## src/rtl/core/sit_pkg.sv

```systemverilog
// shared types and codes for the scoped init tracker
// used by sit_cell and scoped_init_tracker; no dependencies
package sit_pkg;

   typedef enum logic [2:0] {
      ACT_USE          = 3'd0,
      ACT_INIT         = 3'd1,
      ACT_START_BRANCH = 3'd2,
      ACT_SWITCH       = 3'd3,
      ACT_END_BRANCH   = 3'd4,
      ACT_START_LOOP   = 3'd5,
      ACT_END_LOOP     = 3'd6
   } action_type;

   typedef enum logic [1:0] {
      KIND_SCOPE     = 2'd0,
      KIND_BRANCHING = 2'd1,
      KIND_LOOP      = 2'd2
   } kind_type;

   typedef enum logic [1:0] {
      STAT_OK       = 2'd0,
      STAT_MISMATCH = 2'd1,
      STAT_OVERFLOW = 2'd2
   } status_type;

   localparam int OUT_WIDTH = 32;

   // per-cell update command
   typedef struct packed {
      logic load;
      logic push;
      logic pop;
   } cell_ctl_type;

endpackage

```

## src/rtl/core/sit_cell.sv

```systemverilog
// one frame of the shift stack: kind, masks and first-branch flag
// depends on sit_pkg; takes a local load or shifts by two frames
module sit_cell import sit_pkg::*; #(
   parameter int TAPE_COUNT = 32
) (
   input  logic                  clock,
   input  logic                  reset,
   input  cell_ctl_type          ctl,
   input  kind_type              load_kind,
   input  logic                  load_flag,
   input  logic [TAPE_COUNT-1:0] load_init,
   input  logic [TAPE_COUNT-1:0] load_uninit,
   input  kind_type              up_kind,
   input  logic                  up_flag,
   input  logic [TAPE_COUNT-1:0] up_init,
   input  logic [TAPE_COUNT-1:0] up_uninit,
   input  kind_type              down_kind,
   input  logic                  down_flag,
   input  logic [TAPE_COUNT-1:0] down_init,
   input  logic [TAPE_COUNT-1:0] down_uninit,
   output kind_type              q_kind,
   output logic                  q_flag,
   output logic [TAPE_COUNT-1:0] q_init,
   output logic [TAPE_COUNT-1:0] q_uninit
);

   kind_type              kind_ff, kind_in;
   logic                  flag_ff, flag_in;
   logic [TAPE_COUNT-1:0] init_ff, init_in;
   logic [TAPE_COUNT-1:0] uninit_ff, uninit_in;

   always_comb begin
      kind_in   = kind_ff;
      flag_in   = flag_ff;
      init_in   = init_ff;
      uninit_in = uninit_ff;
      if (ctl.load) begin
         kind_in   = load_kind;
         flag_in   = load_flag;
         init_in   = load_init;
         uninit_in = load_uninit;
      end else if (ctl.push) begin
         kind_in   = up_kind;
         flag_in   = up_flag;
         init_in   = up_init;
         uninit_in = up_uninit;
      end else if (ctl.pop) begin
         kind_in   = down_kind;
         flag_in   = down_flag;
         init_in   = down_init;
         uninit_in = down_uninit;
      end
   end

   always_ff @(posedge clock) begin
      if (reset) begin
         kind_ff   <= KIND_SCOPE;
         flag_ff   <= 1'b0;
         init_ff   <= '0;
         uninit_ff <= '0;
      end else begin
         kind_ff   <= kind_in;
         flag_ff   <= flag_in;
         init_ff   <= init_in;
         uninit_ff <= uninit_in;
      end
   end

   assign q_kind   = kind_ff;
   assign q_flag   = flag_ff;
   assign q_init   = init_ff;
   assign q_uninit = uninit_ff;

endmodule

```

## config.mk

```make
export PLATFORM = sky130hd
export DESIGN_NAME = sit_cell
export DESIGN_NICKNAME = d
export VERILOG_FILES = /design/src/rtl/core/sit_pkg.sv /design/src/rtl/core/sit_cell.sv
export SDC_FILE = /design/constraint.sdc
export NUM_CORES = 1
export LEC_CHECK = 0
export BUFFER_PORTS_ARGS = -buffer_cell sky130_fd_sc_hd__buf_2
export CAP_MARGIN = 20
export CORE_ASPECT_RATIO = 1.1
export CORE_MARGIN = 3
export CORE_UTILIZATION = 37
export DETAILED_ROUTE_END_ITERATION = 8
export HOLD_SLACK_MARGIN = 0.05
export PLACE_DENSITY = 0.76
export SLEW_MARGIN = 20
export SYNTH_ARGS = -nofsm -noshare
export SYNTH_HDL_FRONTEND = slang
export SYNTH_SLANG_ARGS = --single-unit
```

## constraint.sdc

```tcl
create_clock -name clock -period 1.15 [get_ports clock]
set_input_delay 0.0575 -clock clock [delete_from_list [all_inputs] [get_ports clock]]
set_output_delay 0.0575 -clock clock [all_outputs]
set_load 0.05 [all_outputs]
```

### Word-level counts from Yosys, hierarchy flattened

Index checks and enable logic that the tools add are counted.

| storage, ports and cells | value |
|---|---|
| RAM bits | 0 |
| memories kept | 0 |
| latch bits | 0 |
| output and inout bits | 67 |
| logic and storage cells | 17 |
| bits of input ports | 206 |
| memory bits (read-only) | 0 |
| flip-flop bits (word level) | 67 |

| cells by class | value |
|---|---|
| reductions and logical operators | 1 |
| bitwise operators | 0 |
| divide/modulo/power cells | 0 |
| $lt $le $gt $ge | 0 |
| equal/unequal tests | 0 |
| multiply operators | 0 |
| muxes and demuxes | 12 |
| $add $sub $neg | 0 |
| shift operators | 0 |

Operators by type and width:

| operator | number |
|---|---|
| 32-bit 2-to-1 mux | 6 |
| 2-bit 2-to-1 mux | 3 |
| 1-bit 2-to-1 mux | 3 |
| 3-bit nonzero test | 1 |

### Depth between registers and ports, before layout

| depth | value |
|---|---|
| depth in word-level cells | 3 |
| gate-level depth with buffers | 6 |
| mapped depth without buffers | 3 |

### Least setup slack after synthesis

No wires, ideal clock.

| timing | value |
|---|---|
| path kind | input port to flip-flop |
| start | in ctl[2] in the netlist's numbering |
| end | reg init_ff[0], in the netlist q_init[0] |
| arrival time | 1005 ps |
| buffers on the path | 3 |
| cell stages on the path | 5 |
| setup time | 117 ps |
| data required time | 1033 ps |
| setup slack | 27 ps |
| path through | buf_4 buf_2 clkbuf_1 a211o_1 a32o_1 |

| between the ends | value |
|---|---|
| word-level cells in the longest chain between the ends | 1 |
| elaborated cells between the ends (all ways) | 2 |
| classes of those cells | mux (1); reduce/logical (1) |

RTL lines:

| item | RTL line | text |
|---|---|---|
| from (decl) | sit_cell.sv:8 | `input cell_ctl_type ctl,` |
| 3-bit nonzero test (no line) / 32-bit 2-to-1 mux (equally long branches) | -- |  |
| to (signal assigned) | sit_cell.sv:64 | `init_ff <= init_in;` |
| to (decl) | sit_cell.sv:29 | `logic [TAPE_COUNT-1:0] init_ff, init_in;` |

Parallel ways exist; a longest one is shown, timed or not.
A chain may end at the register's enable or synchronous reset.

### Worst setup path after layout

| timing | value |
|---|---|
| start | reg uninit_ff[22], in the netlist q_uninit[22] |
| end | out q_uninit[22] |

RTL lines:

| item | RTL line | text |
|---|---|---|
| from (decl) | sit_cell.sv:30 | `logic [TAPE_COUNT-1:0] uninit_ff, uninit_in;` |
| from (signal assigned) | sit_cell.sv:65 | `uninit_ff <= uninit_in;` |
| to (decl) | sit_cell.sv:24 | `output logic [TAPE_COUNT-1:0] q_uninit` |

No word-level cell between the ends.

==> summary.md <==
| Metric | Value |
|---|---|
| Top cell type's share of synthesized area | 36.4% |
| Synth Register Bits | 67 |
| Initial core utilization | 38.6% |
| Critical path required time | 1.09 ns |
| Comb power frac | 30.2% |
| Die H | 111 um |
| Clk pwr share | 32.1% |
| Gate Count Post-Synth | 382 |
| Post-CTS setup buffers | 0 |
| Total track usage | 20.9% |
| Largest net degree at the start of global routing | 71 |
| Vias | 4,138 |
| Wire length per cell | 16.0 um |
| Commonest non-fill, non-tap cell in the layout | buf_2 |
| Routability Congestion | 0.811 |
| Synthesized area | 0.00368 mm^2 |
| Layout cells sized above 1 | 46.3% |
| CTS tree | yes |
| Unrepaired setup endpoints after global routing | no |
| Final setup margin | 0.138 ns |
| Chip Width | 101 um |
| Post-synthesis sequential area ratio | 36.4% |
| Total grt overflow | 0 |
| Fin cells | 776 |
| Mapped Avg Cell Area | 9.64 um^2 |
| Num CTS Buffers | 9 |
| Buf/Inv on CP | 1 |
| Sw Pwr | 0.00223 W |
| Switching share of power | 32.2% |
| CTS Root Cell | clkbuf_8 |
| CP Cell Sequence | buf_2 |
| First-pass GRT wire length | 19.1 mm |
| Hpwl dp | 9.36 mm |
| Clk buf depth | 2 |
| Path type of the worst setup path | flip-flop to output pin |
| I/O pin cnt | 273 |
| Tmin final | 1.01 ns |
| FILL cells | 875 |
| Worst slew pin tran | 0.349 ns |
| Max transition margin | 76.8% |
| Sequential share of power | 37.7% |
| Area leader, netlist | dfxtp_1 |
| CP top delay family | flip-flops |
| Final setup fails | 0 |
| ANT cells | 0 |
| Drt total wl | 12.4 mm |
| Cell area power density | 1240 mW/mm^2 |
| DRC Markers | 0 |
| Unique masters post-synth | 11 |
| Port-buffer cells | 272 |
| Final antenna-violating net count | 0 |
| Final Hold Vio Count | 0 |
| Internal Pwr Total | 0.00470 W |
| Crit path launch type | flip-flop |
| Max incr delay on CP | 0.35 ns |
| Number of global-route vias before repair | 4,077 |
| Reg2Reg Setup Slack | 0.49 ns |
| Area contributors post-synth | dfxtp_1 36%, a32o_1 18%, a211o_1 16%, nand2b_1 11%, nor2b_1 11% |
| Die ar. | 0.0112 mm^2 |
| Initial drt markers | 176 |
| Final net count | 860 |
| Dpl ws | -0.111 ns |
| Post-CTS Hold Buffers | 15 |
| Number of max-cap violations | 0 |
| Yosys warns | 0 |
| Worst skew pair latency | 0.32 ns |
| CP max-delay cell | dfxtp_1 |
| Fmax achieved | 0.988 GHz |
| Max rail drop VDD | 813 uV |
| Antenna violations before repair | 0 |
| Arrival @ worst endpoint | 0.95 ns |
| Pins Over Slew Limit | 0 |
| Clk pin slew, worst setup/hold paths | 0.08 ns |
| Iteration count of the initial detailed-routing pass | 4 |
| FP Rows | 37 |
| Via/cell ratio | 5.33 |
| CTS HTree Levels | 3 |
| Placeable core area | 0.00954 mm^2 |
| Clock sink count | 67 |
| Leak pwr | 2.71 nW |
| Fin crit share | 88.0% |
| Area grow syn2layout | 51.9% |
| CP Capture Type | output pin |
| Outcome | finished, final reports clean |
| CP Max Fanout | 2 |
| Mapped Nets | 588 |
| Post-Place Cells | 743 |
| Hold crit path type | input port to flip-flop |
| PostCTS Resize Cnt | 0 |
| Layout Skew | 0 ns |
## flip-flops by register name, summed over array words and instances, names as in the netlist
name / cells
q_flag: 1
q_init: 32
q_uninit: 32
q_kind: 2
## synth_stat cells
library cell	number
a32o_1	67
buf_4	6
nor4_4	1
nor3_1	1
a211o_1	67
dfxtp_1	67
nor2b_1	67
clkbuf_1	17
buf_2	21
nand2b_1	67
nor2_1	1
## cells by family after synthesis
group | share of synthesized area (%)
AOI/OAI and AO/OA | 34.2
DFF | 36.4
buffers and inverters | 5.81
and+or+nand+nor | 23.6
## final timing paths
check / startpoint / to / depth (start not counted)
max: q_uninit[22]$_SDFFE_PP0P_ / q_uninit[22] / 1
min: load_uninit[0] / q_uninit[0]$_SDFFE_PP0P_ / 3
max reg2reg: q_uninit[22]$_SDFFE_PP0P_ / q_uninit[22]$_SDFFE_PP0P_ / 1
min reg2reg: q_uninit[13]$_SDFFE_PP0P_ / q_uninit[13]$_SDFFE_PP0P_ / 1
## through the flow
step                      hold slack [ns]  utilization (%)  instance area (um^2)  setup TNS (ns)  power (W)
final                              0.0642             58.6                  5590               0    0.00693
after detailed placement            0.402             54.5                  5190           -2.87    0.00472
after floorplan                     0.305                -                  3680               0    0.00401
after global routing               0.0552             58.6                  5590               0    0.00728
after CTS                          0.0504             58.4                  5570               0    0.00701
after global placement              0.389             54.5                  5190           -1.29    0.00468
## power by group through the flow
stage                     Combinational [W]  Sequential [W]  Clock [W]
after detailed placement            0.00205         0.00267          0
after CTS                           0.00210         0.00261    0.00230
final                               0.00209         0.00261    0.00223
after global placement              0.00202         0.00266          0
after floorplan                    0.000670         0.00334          0
after global routing                0.00223         0.00264    0.00241
## worst min-delay path: stages
cell	delay, ns
buf_2	0.07
nand2b_1	0.08
a32o_1	0.16
## area by class of cell
class	instances	area, um^2	share of cell area (%)
sequential	67	1340	24.0
clock inverter	4	72.6	1.30
multi-input combinational	271	2130	38.1
timing repair buffer	305	1740	31.2
clock buffer	12	155	2.77
tap	117	146	2.62
## routing by layer
metal | global-route usage, % | vias to the layer above | wire length (um)
li1 | - | 1993 | -
met1 | 22.6 | 1945 | 4760
met2 | 38.3 | 184 | 6410
met3 | 6.25 | 16 | 1060
met4 | 6.38 | 0 | 197
met5 | 0 | - | 0
(Power assumes the default switching activity.)
